$ cat src/hdl/ppm_pkg.sv
// ----------------------------------------------------------------------------
// ppm_pkg
// Shared types, constants and the sequencer control store of the PPM decoder.
// ----------------------------------------------------------------------------
package ppm_pkg;

  // Field widths
  localparam int unsigned EDGE_TIME_W = 32;
  localparam int unsigned CHANNEL_W   = 4;
  localparam int unsigned PULSE_W     = 16;
  localparam int unsigned PERCENT_W   = 8;
  localparam int unsigned CFG_IDX_W   = 2;
  localparam int unsigned CFG_DATA_W  = 16;
  localparam int unsigned SLOT_IDX_W  = 4;
  localparam int unsigned PC_W        = 4;

  // Defaults
  localparam int unsigned NUM_CHANNELS_DEF = 8;
  localparam logic [15:0] GAP_RESET = 16'd2500;
  localparam logic [15:0] MIN_RESET = 16'd1000;
  localparam logic [15:0] MAX_RESET = 16'd2000;
  localparam logic [15:0] MID_TIME  = 16'd1500;

  // Percent constants
  localparam logic signed [7:0] PCT_LOW  = -8'sd100;
  localparam logic signed [7:0] PCT_HIGH = 8'sd100;
  localparam logic [7:0]        PCT_BIAS = 8'd100;
  localparam logic [7:0]        PCT_SCALE = 8'd200;

  // Request kinds
  localparam logic REQ_EDGE = 1'b0;
  localparam logic REQ_READ = 1'b1;

  // Register indexes
  localparam logic [CFG_IDX_W-1:0] REG_FRAME_GAP = 2'd0;
  localparam logic [CFG_IDX_W-1:0] REG_MIN_PULSE = 2'd1;
  localparam logic [CFG_IDX_W-1:0] REG_MAX_PULSE = 2'd2;

  // Status codes
  localparam logic STATUS_OK      = 1'b0;
  localparam logic STATUS_BAD_CH  = 1'b1;

  // Divider runs one quotient bit per step, quotient fits in 8 bits
  localparam logic [2:0] DIV_LAST = 3'd7;

  // Datapath operations
  typedef enum logic [3:0] {
    OP_NONE  = 4'd0,
    OP_LOAD  = 4'd1,
    OP_SCALE = 4'd2,
    OP_MUL   = 4'd3,
    OP_DIV   = 4'd4,
    OP_PCT   = 4'd5,
    OP_EMIT  = 4'd6,
    OP_DIFF  = 4'd7,
    OP_SLOT  = 4'd8
  } op_e;

  // Jump conditions: taken -> target, else next step
  typedef enum logic [2:0] {
    C_NEXT    = 3'd0,
    C_ALWAYS  = 3'd1,
    C_NOREQ   = 3'd2,
    C_EDGE    = 3'd3,
    C_BAD     = 3'd4,
    C_CLAMP   = 3'd5,
    C_DIVMORE = 3'd6,
    C_OUTBUSY = 3'd7
  } cond_e;

  typedef struct packed {
    op_e             op;
    cond_e           cond;
    logic [PC_W-1:0] target;
  } ucode_t;

  // Step addresses
  localparam logic [PC_W-1:0] S_FETCH  = 4'd0;
  localparam logic [PC_W-1:0] S_DECODE = 4'd1;
  localparam logic [PC_W-1:0] S_LOAD   = 4'd2;
  localparam logic [PC_W-1:0] S_SCALE  = 4'd3;
  localparam logic [PC_W-1:0] S_MUL    = 4'd4;
  localparam logic [PC_W-1:0] S_DIV    = 4'd5;
  localparam logic [PC_W-1:0] S_PCT    = 4'd6;
  localparam logic [PC_W-1:0] S_EMIT   = 4'd7;
  localparam logic [PC_W-1:0] S_DONE   = 4'd8;
  localparam logic [PC_W-1:0] S_DIFF   = 4'd9;
  localparam logic [PC_W-1:0] S_SLOT   = 4'd10;

  // Control store
  function automatic ucode_t ucode_rom(logic [PC_W-1:0] pc);
    ucode_t w;
    case (pc)
      S_FETCH:  w = '{op: OP_NONE,  cond: C_NOREQ,   target: S_FETCH};
      S_DECODE: w = '{op: OP_NONE,  cond: C_EDGE,    target: S_DIFF};
      S_LOAD:   w = '{op: OP_LOAD,  cond: C_BAD,     target: S_EMIT};
      S_SCALE:  w = '{op: OP_SCALE, cond: C_CLAMP,   target: S_EMIT};
      S_MUL:    w = '{op: OP_MUL,   cond: C_NEXT,    target: S_FETCH};
      S_DIV:    w = '{op: OP_DIV,   cond: C_DIVMORE, target: S_DIV};
      S_PCT:    w = '{op: OP_PCT,   cond: C_NEXT,    target: S_FETCH};
      S_EMIT:   w = '{op: OP_EMIT,  cond: C_OUTBUSY, target: S_EMIT};
      S_DONE:   w = '{op: OP_NONE,  cond: C_ALWAYS,  target: S_FETCH};
      S_DIFF:   w = '{op: OP_DIFF,  cond: C_NEXT,    target: S_FETCH};
      S_SLOT:   w = '{op: OP_SLOT,  cond: C_ALWAYS,  target: S_FETCH};
      default:  w = '{op: OP_NONE,  cond: C_ALWAYS,  target: S_FETCH};
    endcase
    return w;
  endfunction

endpackage

$ cat src/hdl/ppm_intf.sv
// ----------------------------------------------------------------------------
// ppm_intf
// Valid/ready channels of the PPM decoder: request, response, register write.
// ----------------------------------------------------------------------------
interface ppm_req_if;
  import ppm_pkg::*;
  logic                   valid;
  logic                   ready;
  logic                   req_type;
  logic [EDGE_TIME_W-1:0] edge_time;
  logic [CHANNEL_W-1:0]   channel;

  modport source (output valid, req_type, edge_time, channel, input ready);
  modport sink   (input valid, req_type, edge_time, channel, output ready);
endinterface

interface ppm_rsp_if;
  import ppm_pkg::*;
  logic                        valid;
  logic                        ready;
  logic [PULSE_W-1:0]          pulse_time;
  logic signed [PERCENT_W-1:0] percent;
  logic                        status;

  modport source (output valid, pulse_time, percent, status, input ready);
  modport sink   (input valid, pulse_time, percent, status, output ready);
endinterface

interface ppm_cfg_if;
  import ppm_pkg::*;
  logic                  valid;
  logic                  ready;
  logic [CFG_IDX_W-1:0]  reg_index;
  logic [CFG_DATA_W-1:0] wdata;

  modport source (output valid, reg_index, wdata, input ready);
  modport sink   (input valid, reg_index, wdata, output ready);
endinterface

$ cat src/hdl/ppm_channel_decoder_top.sv
// ----------------------------------------------------------------------------
// ppm_channel_decoder_top
// RC pulse-position receiver: times edges into channel slots, answers reads.
// ----------------------------------------------------------------------------
// Usage:
//   req_i  : one request per handshake. An edge request (req_type 0) carries
//            the microsecond stamp of a falling edge; a read request
//            (req_type 1) names a channel 1..NUM_CHANNELS.
//   rsp_o  : one response per read request (pulse time, percent, status);
//            edge requests give no response.
//   cfg_i  : register writes (0 frame gap, 1 min pulse, 2 max pulse), always
//            ready; write only while no request is in flight.
// Timing: a microcoded sequencer runs one request at a time. An edge steps
//   through fetch, decode, diff and slot; a read steps through fetch, decode,
//   load, scale, multiply, the 8-step restoring divider (one quotient bit per
//   step), bias, emit and done. A bad channel goes from load to emit, and a
//   clamped value skips the divider and goes from scale to emit. A read
//   response is offered once its emit step has loaded the output register.
// Stall: the response register holds a finished result until taken; edges
//   keep being accepted meanwhile, a further read waits in its emit step.
// Reset: registers return to their defaults, every slot to 1500 us, the
//   edge stamp and slot index to zero. No clearing pass is needed.
// ----------------------------------------------------------------------------
module ppm_channel_decoder_top #(
  parameter int unsigned NUM_CHANNELS = ppm_pkg::NUM_CHANNELS_DEF
) (
  input  logic          clk_i,
  input  logic          rst_ni,
  ppm_req_if.sink       req_i,
  ppm_rsp_if.source     rsp_o,
  ppm_cfg_if.sink       cfg_i
);
  import ppm_pkg::*;

  localparam int unsigned SlotAw = (NUM_CHANNELS > 1) ? $clog2(NUM_CHANNELS) : 1;
  localparam logic [SLOT_IDX_W-1:0] NumCh = SLOT_IDX_W'(NUM_CHANNELS);

  // Sequencer
  logic [PC_W-1:0] pc_q, pc_d;
  ucode_t          uw;
  logic            take;

  // Latched request
  logic                   req_type_q;
  logic [EDGE_TIME_W-1:0] edge_time_q;
  logic [CHANNEL_W-1:0]   channel_q;
  logic                   req_acc;

  // Configuration
  logic [15:0] gap_q, min_q, max_q;

  // Frame state
  logic [EDGE_TIME_W-1:0] last_q;
  logic [EDGE_TIME_W-1:0] diff_q;
  logic [SLOT_IDX_W-1:0]  slot_idx_q;
  logic [PULSE_W-1:0]     slot_q [NUM_CHANNELS];

  // Percent datapath
  logic [PULSE_W-1:0] val_q, num_q, span_q;
  logic [23:0]        rem_q, den_q;
  logic [7:0]         quo_q;
  logic [2:0]         cnt_q;
  logic               bad, below, above, flat, clamp;
  logic [SLOT_IDX_W-1:0] rd_idx;

  // Result staging and output register
  logic [PULSE_W-1:0]          res_pulse_q, out_pulse_q;
  logic signed [PERCENT_W-1:0] res_pct_q, out_pct_q;
  logic                        res_status_q, out_status_q;
  logic                        out_valid_q, out_busy;

  assign uw       = ucode_rom(pc_q);
  assign req_i.ready = (pc_q == S_FETCH);
  assign req_acc  = req_i.valid && req_i.ready;
  assign cfg_i.ready = 1'b1;
  assign out_busy = out_valid_q && !rsp_o.ready;

  // Datapath flags
  assign bad    = (channel_q == '0) || (channel_q > NumCh);
  assign rd_idx = channel_q - 4'd1;
  assign below  = val_q < min_q;
  assign above  = val_q > max_q;
  assign flat   = (max_q == min_q);
  assign clamp  = below || above || flat;

  // Jump condition select
  always_comb begin
    case (uw.cond)
      C_NEXT:    take = 1'b0;
      C_ALWAYS:  take = 1'b1;
      C_NOREQ:   take = !req_acc;
      C_EDGE:    take = (req_type_q == REQ_EDGE);
      C_BAD:     take = bad;
      C_CLAMP:   take = clamp;
      C_DIVMORE: take = (cnt_q != DIV_LAST);
      C_OUTBUSY: take = out_busy;
      default:   take = 1'b1;
    endcase
    pc_d = take ? uw.target : pc_q + 4'd1;
  end

  always_ff @(posedge clk_i or negedge rst_ni) begin
    if (!rst_ni) begin
      pc_q <= S_FETCH;
    end else begin
      pc_q <= pc_d;
    end
  end

  // Request capture
  always_ff @(posedge clk_i) begin
    if (req_acc) begin
      req_type_q  <= req_i.req_type;
      edge_time_q <= req_i.edge_time;
      channel_q   <= req_i.channel;
    end
  end

  // Register writes; unknown indexes are dropped
  always_ff @(posedge clk_i or negedge rst_ni) begin
    if (!rst_ni) begin
      gap_q <= GAP_RESET;
      min_q <= MIN_RESET;
      max_q <= MAX_RESET;
    end else if (cfg_i.valid && cfg_i.ready) begin
      case (cfg_i.reg_index)
        REG_FRAME_GAP: gap_q <= cfg_i.wdata;
        REG_MIN_PULSE: min_q <= cfg_i.wdata;
        REG_MAX_PULSE: max_q <= cfg_i.wdata;
        default: ;
      endcase
    end
  end

  // Edge timing and slot fill
  always_ff @(posedge clk_i or negedge rst_ni) begin
    if (!rst_ni) begin
      last_q     <= '0;
      slot_idx_q <= '0;
      for (int i = 0; i < int'(NUM_CHANNELS); i++) begin
        slot_q[i] <= MID_TIME;
      end
    end else begin
      if (uw.op == OP_DIFF) begin
        last_q <= edge_time_q;
      end
      if (uw.op == OP_SLOT) begin
        if (diff_q > {16'd0, gap_q}) begin
          slot_idx_q <= '0;
        end else if (slot_idx_q < NumCh) begin
          slot_q[slot_idx_q[SlotAw-1:0]] <= diff_q[PULSE_W-1:0];
          slot_idx_q <= slot_idx_q + 4'd1;
        end
      end
    end
  end

  always_ff @(posedge clk_i) begin
    if (uw.op == OP_DIFF) begin
      diff_q <= edge_time_q - last_q;
    end
  end

  // Read path: load, scale, multiply, divide, bias
  always_ff @(posedge clk_i) begin
    case (uw.op)
      OP_LOAD: begin
        if (bad) begin
          res_pulse_q  <= '0;
          res_pct_q    <= '0;
          res_status_q <= STATUS_BAD_CH;
        end else begin
          val_q        <= slot_q[rd_idx[SlotAw-1:0]];
          res_pulse_q  <= slot_q[rd_idx[SlotAw-1:0]];
          res_status_q <= STATUS_OK;
        end
      end
      OP_SCALE: begin
        num_q <= val_q - min_q;
        span_q <= max_q - min_q;
        // clamped results; equal limits with val on both give PCT_LOW
        if (above && !below) begin
          res_pct_q <= PCT_HIGH;
        end else begin
          res_pct_q <= PCT_LOW;
        end
      end
      OP_MUL: begin
        rem_q <= {8'd0, num_q} * {16'd0, PCT_SCALE};
        den_q <= {1'b0, span_q, 7'd0};
        quo_q <= '0;
        cnt_q <= '0;
      end
      OP_DIV: begin
        if (rem_q >= den_q) begin
          rem_q <= rem_q - den_q;
          quo_q <= {quo_q[6:0], 1'b1};
        end else begin
          quo_q <= {quo_q[6:0], 1'b0};
        end
        den_q <= den_q >> 1;
        cnt_q <= cnt_q + 3'd1;
      end
      OP_PCT: begin
        res_pct_q <= signed'(quo_q - PCT_BIAS);
      end
      default: ;
    endcase
  end

  // Output register
  always_ff @(posedge clk_i or negedge rst_ni) begin
    if (!rst_ni) begin
      out_valid_q <= 1'b0;
    end else if (uw.op == OP_EMIT && !out_busy) begin
      out_valid_q <= 1'b1;
    end else if (rsp_o.ready) begin
      out_valid_q <= 1'b0;
    end
  end

  always_ff @(posedge clk_i) begin
    if (uw.op == OP_EMIT && !out_busy) begin
      out_pulse_q  <= res_pulse_q;
      out_pct_q    <= res_pct_q;
      out_status_q <= res_status_q;
    end
  end

  assign rsp_o.valid      = out_valid_q;
  assign rsp_o.pulse_time = out_pulse_q;
  assign rsp_o.percent    = out_pct_q;
  assign rsp_o.status     = out_status_q;

  // Checks
  a_slot_idx_range: assert property (@(posedge clk_i) disable iff (!rst_ni)
    slot_idx_q <= NumCh)
    else $error("slot index past channel count");

  a_quo_range: assert property (@(posedge clk_i) disable iff (!rst_ni)
    (pc_q == S_PCT) |-> (quo_q <= PCT_SCALE))
    else $error("percent quotient above scale");

  a_emit_source: assert property (@(posedge clk_i) disable iff (!rst_ni)
    $rose(out_valid_q) |-> $past(pc_q == S_EMIT))
    else $error("response raised outside emit step");

  a_bad_payload: assert property (@(posedge clk_i) disable iff (!rst_ni)
    (out_valid_q && out_status_q == STATUS_BAD_CH) |->
      (out_pulse_q == '0 && out_pct_q == '0))
    else $error("bad channel response carries data");

endmodule
$ cat src/flat_wrapper.sv
// flat-port wrapper written by rule: the top's interface ports become plain ports
module ppm_channel_decoder_top_flat import ppm_pkg::*;
#(
  parameter int unsigned NUM_CHANNELS = ppm_pkg::NUM_CHANNELS_DEF
)
  (clk_i, rst_ni, req_i_valid, req_i_req_type, req_i_edge_time, req_i_channel, req_i_ready, rsp_o_valid, rsp_o_pulse_time, rsp_o_percent, rsp_o_status, rsp_o_ready, cfg_i_valid, cfg_i_reg_index, cfg_i_wdata, cfg_i_ready);
  ppm_req_if req_i_i ();
  ppm_rsp_if rsp_o_i ();
  ppm_cfg_if cfg_i_i ();
  input  logic clk_i;
  input  logic rst_ni;
  input wire logic [$bits(req_i_i.valid)-1:0] req_i_valid;
  input wire logic [$bits(req_i_i.req_type)-1:0] req_i_req_type;
  input wire logic [$bits(req_i_i.edge_time)-1:0] req_i_edge_time;
  input wire logic [$bits(req_i_i.channel)-1:0] req_i_channel;
  output wire logic [$bits(req_i_i.ready)-1:0] req_i_ready;
  output wire logic [$bits(rsp_o_i.valid)-1:0] rsp_o_valid;
  output wire logic [$bits(rsp_o_i.pulse_time)-1:0] rsp_o_pulse_time;
  output wire logic [$bits(rsp_o_i.percent)-1:0] rsp_o_percent;
  output wire logic [$bits(rsp_o_i.status)-1:0] rsp_o_status;
  input wire logic [$bits(rsp_o_i.ready)-1:0] rsp_o_ready;
  input wire logic [$bits(cfg_i_i.valid)-1:0] cfg_i_valid;
  input wire logic [$bits(cfg_i_i.reg_index)-1:0] cfg_i_reg_index;
  input wire logic [$bits(cfg_i_i.wdata)-1:0] cfg_i_wdata;
  output wire logic [$bits(cfg_i_i.ready)-1:0] cfg_i_ready;
  assign req_i_i.valid = req_i_valid;
  assign req_i_i.req_type = req_i_req_type;
  assign req_i_i.edge_time = req_i_edge_time;
  assign req_i_i.channel = req_i_channel;
  assign req_i_ready = req_i_i.ready;
  assign rsp_o_valid = rsp_o_i.valid;
  assign rsp_o_pulse_time = rsp_o_i.pulse_time;
  assign rsp_o_percent = rsp_o_i.percent;
  assign rsp_o_status = rsp_o_i.status;
  assign rsp_o_i.ready = rsp_o_ready;
  assign cfg_i_i.valid = cfg_i_valid;
  assign cfg_i_i.reg_index = cfg_i_reg_index;
  assign cfg_i_i.wdata = cfg_i_wdata;
  assign cfg_i_ready = cfg_i_i.ready;
  ppm_channel_decoder_top #(.NUM_CHANNELS(NUM_CHANNELS)) u_core (.clk_i(clk_i), .rst_ni(rst_ni), .req_i(req_i_i), .rsp_o(rsp_o_i), .cfg_i(cfg_i_i));
endmodule
$ cat config.mk
export PLATFORM = sky130hd
export DESIGN_NAME = ppm_channel_decoder_top_flat
export DESIGN_NICKNAME = d
export VERILOG_FILES = /design/src/hdl/ppm_pkg.sv /design/src/hdl/ppm_intf.sv /design/src/hdl/ppm_channel_decoder_top.sv /design/src/flat_wrapper.sv
export SDC_FILE = /design/constraint.sdc
export NUM_CORES = 1
export LEC_CHECK = 0
export ABC_CLOCK_PERIOD_IN_PS = 13400
export BUFFER_PORTS_ARGS = -buffer_cell sky130_fd_sc_hd__buf_2
export CORE_MARGIN = 3
export CORE_UTILIZATION = 25
export CTS_CLUSTER_SIZE = 10
export DETAILED_ROUTE_END_ITERATION = 10
export SLEW_MARGIN = 10
export SYNTH_ARGS = -nofsm -noshare
export SYNTH_HDL_FRONTEND = slang
export SYNTH_SLANG_ARGS = --single-unit
export TNS_END_PERCENT = 5
$ cat constraint.sdc
create_clock -name clk_i -period 13.4 [get_ports clk_i]
set_input_delay 2.01 -clock clk_i [delete_from_list [all_inputs] [get_ports clk_i]]
set_output_delay 2.01 -clock clk_i [all_outputs]
set_load 0.01 [all_outputs]
Word-level counts from Yosys, hierarchy flattened
Memory sizes are Yosys's and may differ from the RTL's.
Index checks and enable logic that the tools add are counted.

word-level totals
  register bits after elaboration = 443
  memory bits (writable) = 0
  logic and storage cells = 128
  memories kept = 1
  output and inout port bits = 28
  latch bits = 0
  input bits = 60
  memory bits (read-only) = 176

cells by class
  shift-type cells = 0
  divide/modulo/power cells = 0
  bitwise gates (word level) = 5
  add/sub/neg operators = 9
  equality and inequality tests = 21
  muxes and demuxes = 22
  reductions and logical operators = 28
  magnitude comparators = 9
  multipliers = 1

memories
  name              words  bits a word  read ports  clocked after memory_dff  wr ports  line           text
  (name not given)  16     11           1           0                         0         ppm_pkg.sv:93  case (pc)

operators by type and width
  kind                   number
  $bwmux 128             1
  $pmux 24 s2            2
  $bmux 16 s3            1
  $demux 16 s3           1
  $mux 16                3
  $gt 32x16->1           1
  $sub 16x16->16         2
  $sub 32x32->32         1
  $ge 24x24->1           1
  $mux 24                1
  $pmux 8 s3             1
  $sub 24x24->24         1
  $mul 16x5->21 const B  1
  $eq 16x16->1           1
  $eq 4x3->1 const B     4
  $gt 16x16->1           1
  $lt 16x16->1           1
  $mux 8                 2
  $pmux 8 s2             1
  $reduce_and 2->1       7
  $eq 3x3->1 const B     4
  $mux 4                 3
  $add 4x1->4 const B    2
  $eq 4x2->1 const B     2
  other kinds (29)       50

Depth between registers and ports, before layout
Gate-level depths: netlist (run 1).

  depth after elaboration = 6
  gate-level depth with buffers = 16
  mapped depth without buffers = 16

Worst setup path after synthesis (run 1)
No wires, ideal clock.

  path kind = register to register
  start = register u_core.den_q[0]
  end = register u_core.rem_q[0] (enable)
  library setup time = 442 ps
  arrival = 4091 ps
  path buffers = 0
  setup slack = 8867 ps
  clock period less this slack = 4533 ps
  required time = 12958 ps
  cell stages (with the launch flop) = 13
  cell sequence = edfxtp_1 -> ha_1 -> fa_1 -> nor2b_1 -> o21ai_0 -> a21oi_1 -> o21ai_0 -> a21oi_1 -> a2111oi_0 -> nor2_1 -> o311a_1 -> nor4_1 -> o31ai_1

between the ends
  cells in the longest elaborated chain, start to end = 3

ends and longest elaborated chain
  item                               line                            text
  start, declared                    ppm_channel_decoder_top.sv:60   logic [23:0] rem_q, den_q;
  start signal, assigned             ppm_channel_decoder_top.sv:190  den_q <= {1'b0, span_q, 7'd0};
  start signal, assigned             ppm_channel_decoder_top.sv:201  den_q <= den_q >> 1;
  $ge 24x24->1                       ppm_channel_decoder_top.sv:195  if (rem_q >= den_q) begin
  $ne 2x1->1 (no source line)        -
  $reduce_and 2->1 (no source line)  -
  end signal, assigned               ppm_channel_decoder_top.sv:189  rem_q <= {8'd0, num_q} * {16'd0, PCT_SCALE};
  end signal, assigned               ppm_channel_decoder_top.sv:196  rem_q <= rem_q - den_q;
  end, declared                      ppm_channel_decoder_top.sv:60

No other way between the ends.
A chain may end at the register's enable or synchronous reset.

Worst setup path in the final report (run 1)
  start = register u_core.diff_q[2]
  end = register u_core.slot_q[1] (netlist name)

between the ends
  cells in the longest elaborated chain, start to end = 3

ends and longest elaborated chain
  item                               line                            text
  start, declared                    ppm_channel_decoder_top.sv:54   logic [EDGE_TIME_W-1:0] diff_q;
  start signal, assigned             ppm_channel_decoder_top.sv:160  diff_q <= edge_time_q - last_q;
  $gt 32x16->1                       ppm_channel_decoder_top.sv:148  if (diff_q > {16'd0, gap_q}) begin
  $not 1->1 (no source line)         -
  $reduce_and 3->1 (no source line)  -
  end signal, assigned by index      ppm_channel_decoder_top.sv:151  slot_q[slot_idx_q[SlotAw-1:0]] <= diff_q[PULSE_W-1:0];
  end, declared                      ppm_channel_decoder_top.sv:56   logic [PULSE_W-1:0] slot_q [NUM_CHANNELS];

No other way between the ends.

==> out/qor.yml, run 1 <==
final_layout_size_suffix_gt1_share_pct: 25.3
cp.depth: 11
cp_max_fo: 17
syn_area_per_cell_sq_um: 12.5
min_delay_path_depth: 0
rows: 111
synth_largest_area_cell: "edfxtp_1"
synth_cell_types: 70
tightest_slew_ns: 1.17
wire_per_inst_um: 16.1
max_stage_delay_ns: 1.07
grtUsageMet3_pct: 2.16
arrival_ns: 4.74
cp.required_ns: 13.90
outcome: "finished, final reports clean"
max_cap_viol_count: 0
p_leak_nw: 11.6
cp-start-kind: "flip-flop"
die_w_um: 313
drc: 0
cts_buffers: 54
fin_tns_setup_ns: 0
first_iter_violations: 686
r2r-end: "u_core.slot_q[1]$_DFFE_PN0P_"
synth-edff-count: 225
die_area_sq_um: 97800
rr_startpoint: "u_core.diff_q[2]$_DFFE_PN_"
final.min_clock_period_ns: 4.24
p_total_mw: 5.74
whs_endpoint: "u_core.rsp_o.pulse_time[9]$_DFFE_PP_"
grtUsageMet2_pct: 17.3
syn_inst: 1879
cts_hold_buf: 0
clkSinkCount: 442
fin_util_pct: 29.4
cp_cell_sequence: "ha_1, a21o_1, a21o_1, a211o_1, a21o_1, a21o_1, a211o_1, o211ai_2, nand3_2, nor4_4, mux2_2"
critical_path_buf_inv_count: 0
met1_usage_pct: 15.0
cts_resized: 0
setup_viol_count_final: 0
drv_slew: 0
gr-usage-all-layers_pct: 10.8
ys_seq_area_share_pct: 52.2
viasPerCell: 4.37
netlist.area_leader.share_pct: 28.7
ir_drop_mv: 0.126
totalWireLength_um: 52800
hold_viol: 0
rsz0062_at_grt: "false"
grt_max_degree: 93
initial_core_util_pct: 25.4
boundaryPins: 88
detailed_place_hpwl_um: 38600
syn2layout_area_growth_pct: 15.6
cpMostUsedCell: "a21o_1"
max-slew-margin-rel_pct: 21.2
grt-ovfl-total: 0
yosys_warnings: 0
cts_setup_buffers: 0
ys.flop_type: "edfxtp_1"
finalCritPeriodShare_pct: 31.6
htreeDepth: 2
rrSetupSlack_ns: 9.16
timing.final.ws_setup_ns: 9.16
async_reset_ff_share_pct: 49.1
drtPass1Iterations: 5
core-area_sq_um: 92500
hold_start: "u_core.res_pulse_q[9]$_SDFFCE_PP0N_"
grt_antenna_before_repair: 11
nFillCells: 9532
clkTransAtPathRegs_ns: 0.06
clock_latency_ns: 0.62
synth_fp_nets: 2134
cts_tree: "built"
skew_ns: 0.0296
hold_path_class: "flip-flop to flip-flop"
cts-root-buf: "clkbuf_16"
reg2regPathDepth: 11
ys_seq_elements: 442
grt_pass1_vias: 14500
busiest_layer: "met2"
nets: 2247
end_kind: "flip-flop"
cpLargestDelayFamily: "simple AND/OR/NAND/NOR gates"
die_y_um: 313
cts.path.max_buffers: 3
synthTopCellsByArea: "edfxtp_1 29%, dfrtp_1 15%, ha_1 9.6%"
max_freq_mhz: 236
io_buffers: 86
place.gp.congestion: 0.801
grt_pass1_wl_um: 83400
critical_path_class: "flip-flop to flip-flop"
syn-cell-area_sq_um: 23500
ant_nets: 0
place_ws_ns: 9.15
hold_slack_ns: 0.411
pwr_density_cell_nw_per_um2: 211
vias: 14400
critPathSlowestCell: "nor4_4"
routing by layer:
layer | part of all wire (%) | up-vias | routed length [um]
li1 | - | 6998 | -
met1 | 48 | 7008 | 25200
met2 | 45 | 266 | 23900
met3 | 5.2 | 83 | 2740
met4 | 1.9 | 0 | 981
met5 | 0 | - | 0
per-stage QoR:
step / cell area [sq um] / std cells
final: 27200 / 3283
after global routing: 27200 / 3280
after global placement: 25500 / 3179
after CTS: 27200 / 3280
after floorplan: 23500 / 1879
after detailed placement: 25500 / 3179
area by class of cell:
cell class	count	area [sq um]	area share, %
antenna	3	7.51	0.0276
clock buffer	92	1570	5.76
clock inverter	9	116	0.428
inverter	195	732	2.69
multi-input combinational	1194	10400	38.1
sequential	442	12300	45.2
tap	1243	1560	5.72
timing repair buffer	105	583	2.14
kinds of logic (layout without fill, tap and decap cells):
kind of cell               after synthesis  count (layout)  synth area share, %
AOI/OAI and AO/OA                      313             313                 8.27
xor gates and xnor gates                90              90                 3.35
adders and majority gates              195             195                 10.9
buffers and inverters                  243             401                 4.06
DFF                                    442             442                 52.2
muxes                                  243             243                 13.3
other                                    1               4               0.0159
and+or+nand+nor                        352             352                 7.94
worst register-to-register path: cells and delay by family, from the launching register on:
| family | cells | cell delay (ns) |
|---|---|---|
| flip-flops | 1 | 0.53 |
| AO/OA/AOI/OAI | 7 | 1.37 |
| AND/OR/NAND/NOR | 2 | 1.42 |
| multiplexers | 1 | 0.43 |
| adder cells (fa/ha/maj) | 1 | 0.38 |
worst max-delay path by stage:
stage / from / slack [ns] / to
2_1_floorplan: u_core.den_q[0]$_SDFFCE_PN0P_ / 8.87 / u_core.rem_q[0]$_SDFFCE_PN0P_
3_3_place_gp: u_core.diff_q[2]$_DFFE_PN_ / 9.18 / u_core.slot_q[108]$_DFFE_PN0P_
3_5_place_dp: u_core.diff_q[2]$_DFFE_PN_ / 9.15 / u_core.slot_q[108]$_DFFE_PN0P_
4_1_cts: u_core.diff_q[2]$_DFFE_PN_ / 9.14 / u_core.slot_q[101]$_DFFE_PN0P_
5_1_grt: u_core.diff_q[2]$_DFFE_PN_ / 8.92 / u_core.slot_q[111]$_DFFE_PN0P_
6_report: u_core.diff_q[2]$_DFFE_PN_ / 9.16 / u_core.slot_q[1]$_DFFE_PN0P_
layout by cell type (no fill, tap or decap), types with 60 or more instances in the layout:
| cell type | count |
|---|---|
| a21oi_1 | 92 |
| dfstp_2 | 73 |
| buf_2 | 85 |
| edfxtp_1 | 225 |
| o21ai_0 | 86 |
| ha_1 | 179 |
| nand2_1 | 91 |
| inv_1 | 194 |
| dfrtp_1 | 144 |
| mux2_2 | 197 |
| xnor2_1 | 60 |
| nor2_1 | 77 |
flip-flops by register name, indices dropped and copies added, names as in the netlist, 23 cells and up:
register	flops
u_core.edge_time_q	32
u_core.den_q	23
u_core.last_q	32
u_core.rem_q	24
u_core.slot_q	128
u_core.diff_q	32
synth_stat cells (4+ instances only):
cell	instances
xnor2_1	61
edfxtp_1	225
buf_2	5
a21oi_1	93
a211o_1	5
nand4_1	17
o21ai_0	86
or2_2	9
nor2b_1	41
o31ai_1	5
a21o_1	49
nand3_1	11
dfrtp_1	144
o41ai_1	5
a31oi_1	6
nor3_1	24
or3_1	7
nand2_1	91
nand2b_1	21
buf_4	4
xor2_1	29
clkbuf_1	30
o21bai_1	10
mux2i_1	4
dfstp_2	73
mux2_4	10
nor4_1	7
buf_1	6
and2_1	15
and3_1	6
o311ai_0	4
o22ai_1	5
ha_1	180
o21a_1	14
mux2_2	197
nor2_1	77
nor4_4	6
mux4_2	32
inv_1	195
fa_1	15
nand3b_1	7
a21boi_0	4
power breakdown:
| part | switching (mW) | leakage (nW) | internal [mW] |
|---|---|---|---|
| clock | 0.582 | 0.806 | 0.798 |
| sequential | 0.169 | 4.71 | 1.88 |
| combinational | 1.33 | 6.13 | 0.983 |
| total | 2.08 | 11.6 | 3.66 |
Power figures use the tool's default switching activity.
==> run 2: changes to the inputs <==
--- a/config.mk
+++ b/config.mk
@@ -5,7 +5,8 @@
 export SDC_FILE = /design/constraint.sdc
 export NUM_CORES = 1
 export LEC_CHECK = 0
-export ABC_CLOCK_PERIOD_IN_PS = 13400
+export ABC_AREA = 1
+export ABC_CLOCK_PERIOD_IN_PS = 4400
 export BUFFER_PORTS_ARGS = -buffer_cell sky130_fd_sc_hd__buf_2
 export CORE_MARGIN = 3
 export CORE_UTILIZATION = 25
==> constraint.sdc (replaced) <==
create_clock -name clk_i -period 4.4 [get_ports clk_i]
set_input_delay 0.66 -clock clk_i [delete_from_list [all_inputs] [get_ports clk_i]]
set_output_delay 0.66 -clock clk_i [all_outputs]
set_load 0.01 [all_outputs]
==> out/qor.yml, run 2 <==
synth_commonest_cells: "589 x nand2_1, 345 x inv_1, 328 x o21ai_0"
cp.required_ns: 4.73
synth_fp_nets: 2927
clkTransAtPathRegs_ns: 0.06
hold_path_class: "primary input to async pin"
rr_startpoint: "u_core.num_q[2]$_DFFE_PP_"
nFillCells: 10100
reg2regPathDepth: 15
nets: 3021
skew_ns: 0.0512
tightest_slew_ns: 1.06
syn2layout_area_growth_pct: 14.7
wl_met1_um: 29700
postPlaceCellArea_sq_um: 26100
ys.flop_type: "edfxtp_1"
ant_nets: 0
cp_cell_sequence: "ha_1, ha_1, inv_1, fa_1, inv_1, ha_1, nand3_1, nand2_1, nand3_1, nand3_1, a21boi_0, o21ai_0, or2_2, nand3_1, nand2_1"
place_ws_ns: 0.933
end_kind: "flip-flop"
top_register: "u_core.slot_q"
ys_seq_area_share_pct: 50.9
die_area_sq_um: 100000
ir_drop_mv: 0.534
detailed_place_hpwl_um: 43200
cp-start-kind: "flip-flop"
final_common_cell: "nand2_1"
synth_cell_types: 50
dr_wl_met3_um: 2530
yosys_warnings: 0
die_w_um: 317
fin_tns_setup_ns: 0
max_cap_viol_count: 0
multi_input_area_sq_um: 10200
critPathSlowestCell: "fa_1"
syn_area_per_cell_sq_um: 9.02
core-area_sq_um: 95300
htreeDepth: 2
netlist.area_leader.share_pct: 28.0
drtPass1Iterations: 5
max-slew-margin-rel_pct: 29.4
regArea_sq_um: 12300
r2r-end: "u_core.rem_q[19]$_DFFE_PP_"
syn_inst: 2672
io_buffers: 86
timing.final.ws_setup_ns: 0.883
critical_path_class: "flip-flop to flip-flop"
pwr_density_cell_nw_per_um2: 787
cts_setup_buffers: 0
max_stage_delay_ns: 0.49
rsz0062_at_grt: "false"
boundaryPins: 88
vias: 18000
rows: 113
dr.max_layer_used: "met4"
grt_antenna_before_repair: 2
cp_max_fo: 4
wire_per_inst_um: 14.6
fin_area_sq_um: 27600
stdcell_count: 4073
die_y_um: 317
synth-edff-count: 225
cts.path.max_buffers: 3
grt_max_degree: 120
hold_viol: 0
drv_slew: 0
p_leak_nw: 12.2
max_freq_mhz: 284
outcome: "finished, final reports clean"
setup_viol_count_final: 0
final_cell_mix: "589 x nand2_1, 344 x inv_1, 328 x o21ai_0, 225 x edfxtp_1, 210 x nor2_1"
cts_tree: "built"
cts_resized: 0
rrSetupSlack_ns: 0.88
wl_met2_um: 25600
grt_pass1_vias: 17500
grt-ovfl-total: 0
drc: 0
grt_pass1_wl_um: 95600
async_reset_ff_share_pct: 49.1
largest_reg_flops: 128
cts-root-buf: "clkbuf_16"
syn-cell-area_sq_um: 24100
ys_seq_elements: 442
dp_cells: 3977
cpMostUsedCell: "nand3_1"
final_layout_size_suffix_gt1_share_pct: 9.65
cts_buffers: 52
initial_core_util_pct: 25.3
viasPerCell: 4.42
totalWireLength_um: 59600
arrival_ns: 3.85
finalCritPeriodShare_pct: 79.9
clkSinkCount: 442
synth_largest_area_cell: "edfxtp_1"
first_iter_violations: 1393
clock_latency_ns: 0.63
synthTopCellsByArea: "edfxtp_1 28%, dfrtp_1 15%, ha_1 9.3%"
gr-usage-all-layers_pct: 11.9
yosysMostFrequentCell: "nand2_1"
place.gp.congestion: 0.901
final.min_clock_period_ns: 3.52
cts_hold_buf: 0
## run 2: worst max-delay path by stage
stage,start,endpoint,slack (ns),cells past startpoint
final,u_core.num_q[2]$_DFFE_PP_,u_core.rem_q[19]$_DFFE_PP_,0.88,15
after global routing,u_core.num_q[2]$_DFFE_PP_,u_core.rem_q[19]$_DFFE_PP_,0.66,15
after CTS,u_core.num_q[2]$_DFFE_PP_,u_core.rem_q[19]$_DFFE_PP_,0.92,15
after detailed placement,u_core.num_q[2]$_DFFE_PP_,u_core.rem_q[19]$_DFFE_PP_,0.93,15
after global placement,u_core.num_q[3]$_DFFE_PP_,u_core.rem_q[19]$_DFFE_PP_,0.95,15
after floorplan,u_core.pc_q[0]$_DFFE_PN0P_,u_core.pc_q[0]$_DFFE_PN0P_,0.12,11
## run 2: stage by stage
stage                     hold WS [ns]  power, mW  util [%]
after global placement           0.403       17.7      27.4
final                            0.154       21.7      29.0
after floorplan                  0.364       15.0         -
after CTS                        0.150       22.0      29.0
after global routing             0.164       24.0      29.0
after detailed placement         0.406       17.8      27.4
## run 2: where the power goes
part	total (mW)	leakage [nW]	internal [mW]	switching [mW]
clock network	3.94	0.741	2.25	1.69
registers	6.71	4.76	6.20	0.514
logic	11.1	6.66	3.95	7.14
## run 2: cell type report
class	instances	share of cell area, %
sequential	442	44.4
multi-input combinational	1802	36.9
tap	1265	5.73
clock buffer	87	5.26
inverter	352	4.78
timing repair buffer	116	2.50
clock inverter	8	0.362
antenna	1	0.00905
## run 2: critical path: cells and delay by family, from the launching register on
kind	cells	cell delay, ns
adder cells (fa/ha/maj)	4	1.46
AO/OA/AOI/OAI	2	0.38
buffers and inverters	2	0.10
flip-flops	1	0.43
AND/OR/NAND/NOR	7	0.90
## run 2: kinds of logic (layout without fill, tap and decap cells)
family / Yosys count / in the layout / synth area share (%)
xor gates and xnor gates: 79 / 79 / 2.87
and+or+nand+nor: 946 / 946 / 15.9
other: 1 / 2 / 0.0156
DFF: 442 / 442 / 50.9
adders and majority gates: 195 / 195 / 10.6
buffers and inverters: 428 / 563 / 6.76
AOI/OAI and AO/OA: 581 / 581 / 12.9
## run 2: layer usage
| layer | track usage, % | vias to the layer above |
|---|---|---|
| met2 | 18.2 | 369 |
| met5 | 0 | - |
| li1 | - | 9119 |
| met4 | 4.04 | 0 |
| met3 | 1.63 | 94 |
| met1 | 17.4 | 8431 |
==> run 3: changes to the inputs <==
--- a/config.mk
+++ b/config.mk
@@ -6,7 +6,7 @@
 export NUM_CORES = 1
 export LEC_CHECK = 0
 export ABC_AREA = 1
-export ABC_CLOCK_PERIOD_IN_PS = 4400
+export ABC_CLOCK_PERIOD_IN_PS = 3570
 export BUFFER_PORTS_ARGS = -buffer_cell sky130_fd_sc_hd__buf_2
 export CORE_MARGIN = 3
 export CORE_UTILIZATION = 25
==> constraint.sdc (replaced) <==
create_clock -name clk_i -period 3.57 [get_ports clk_i]
set_input_delay 0.5355 -clock clk_i [delete_from_list [all_inputs] [get_ports clk_i]]
set_output_delay 0.5355 -clock clk_i [all_outputs]
set_load 0.01 [all_outputs]
==> out/qor.yml, run 3 (synthesis results as in run 2) <==
grt_pass1_vias: 17500
hold_path_class: "primary input to flip-flop"
stdcell_count: 4080
end_kind: "flip-flop"
cp.depth: 13
min_delay_path_depth: 1
rows: 113
setup_viol_count_final: 0
reg2regPathDepth: 13
top_register: "u_core.slot_q"
clkSinkCount: 442
wire_per_inst_um: 14.7
ir_drop_mv: 0.663
htreeDepth: 2
grtUsageMet2_pct: 18.1
cts_tree: "built"
cp_cell_sequence: "ha_1, ha_1, inv_1, fa_1, inv_1, ha_1, a21oi_1, nand3_2, a21boi_2, o21ai_0, or2_2, nand3_1, nand2_1"
critPathSlowestCell: "fa_1"
critical_path_class: "flip-flop to flip-flop"
boundaryPins: 88
largest_reg_flops: 128
ant_nets: 0
max_freq_mhz: 297
cp.required_ns: 3.92
die_y_um: 317
hold_viol: 0
drc: 0
totalWireLength_um: 60000
io_buffers: 86
cp-start-kind: "flip-flop"
core-area_sq_um: 95300
cp_max_fo: 5
gr-usage-all-layers_pct: 12.0
die_w_um: 317
clock_latency_ns: 0.62
final.min_clock_period_ns: 3.37
grt_max_degree: 92
grt_antenna_before_repair: 5
clkTransAtPathRegs_ns: 0.06
critical_path_buf_inv_count: 2
syn2layout_area_growth_pct: 15.0
detailed_place_hpwl_um: 43700
cts.path.max_buffers: 3
grt_pass1_wl_um: 96100
drv_slew: 0
max-slew-margin-rel_pct: 26.6
grtUsageMet3_pct: 2.35
cpMostUsedCell: "ha_1"
cts-root-buf: "clkbuf_16"
pwr_density_cell_nw_per_um2: 975
grt-ovfl-total: 0
drtPass1Iterations: 5
cpLargestDelayFamily: "adder cells"
initial_core_util_pct: 25.3
p_total_mw: 27.0
viasPerCell: 4.42
fin_area_sq_um: 27700
vias: 18000
first_iter_violations: 1214
max_stage_delay_ns: 0.50
hold_slack_ns: 0.0876
finalCritPeriodShare_pct: 94.5
cts_buffers: 52
die_area_sq_um: 100000
final_common_cell: "nand2_1"
arrival_ns: 3.73
n_antenna_cell: 0
postPlaceCellArea_sq_um: 26100
final_cell_mix: "589 x nand2_1, 344 x inv_1, 327 x o21ai_0, 225 x edfxtp_1, 210 x nor2_1"
fin_tns_setup_ns: 0
max_cap_viol_count: 0
met1_usage_pct: 17.2
outcome: "finished, final reports clean"
nets: 3028
final_layout_size_suffix_gt1_share_pct: 9.95
busiest_layer: "met2"
tightest_slew_ns: 1.10
skew_ns: 0.0293
p_leak_nw: 12.2
place.gp.congestion: 0.880
dp_cells: 3982
run 3: area by class of cell:
cell class | instances | area (sq um)
Sequential cell | 442 | 12300
Timing Repair Buffer | 123 | 746
Clock buffer | 88 | 1470
Clock inverter | 8 | 100
Multi-Input combinational cell | 1802 | 10200
Fill cell | 10100 | 67600
Inverter | 352 | 1320
Tap cell | 1265 | 1580
run 3: worst paths after layout:
kind / start / endpoint / slack [ns]
setup / recovery: u_core.num_q[7]$_DFFE_PP_ / u_core.rem_q[19]$_DFFE_PP_ / 0.20
hold / removal: req_i_edge_time[17] / u_core.edge_time_q[17]$_DFFE_PP_ / 0.09
setup reg to reg: u_core.num_q[7]$_DFFE_PP_ / u_core.rem_q[19]$_DFFE_PP_ / 0.20
hold reg to reg: u_core.res_pulse_q[6]$_SDFFCE_PP0N_ / u_core.rsp_o.pulse_time[6]$_DFFE_PP_ / 0.42
max in group asynchronous: rst_ni / u_core.slot_q[52]$_DFFE_PN1P_ / 2.19
min in group asynchronous: rst_ni / u_core.gap_q[12]$_DFFE_PN0P_ / 0.51
run 3: worst register-to-register path, cell delays in order, from the launching register on:
cell,delay [ns]
edfxtp_1,0.42
ha_1,0.31
ha_1,0.28
inv_1,0.05
fa_1,0.50
inv_1,0.04
ha_1,0.34
a21oi_1,0.31
nand3_2,0.17
a21boi_2,0.17
o21ai_0,0.10
or2_2,0.29
nand3_1,0.07
nand2_1,0.05
run 3: power breakdown:
part	internal [mW]	switching (mW)
Sequential	7.64	0.581
Clock	2.86	2.10
Combinational	4.98	8.87
Total	15.5	11.6
run 3: repair_timing:
| action | 4_1_cts | 5_1_grt |
|---|---|---|
| gates resized for setup | 0 | 6 |
| hold buffers | 1 | 0 |
| buffers inserted | 0 | 1 |
| endpoints found under the hold margin | 29 | 0 |
| endpoints found under the setup margin | 0 | 4 |
run 3: layer usage:
layer / vias up / wire length, um / share of wire [%]
met1: 8401 / 29100 / 49
met2: 399 / 25400 / 42
li1: 9141 / - / -
met3: 100 / 3490 / 5.8
met4: 6 / 1870 / 3.1
met5: - / 51 / 0.085
run 3: metrics by stage:
stage,util (%),setup WS (ns)
floorplan,-,0.360
global placement,27.4,0.131
detailed placement,27.4,0.111
CTS,29.1,0.0991
global route,29.1,-0.00951
finish,29.1,0.198
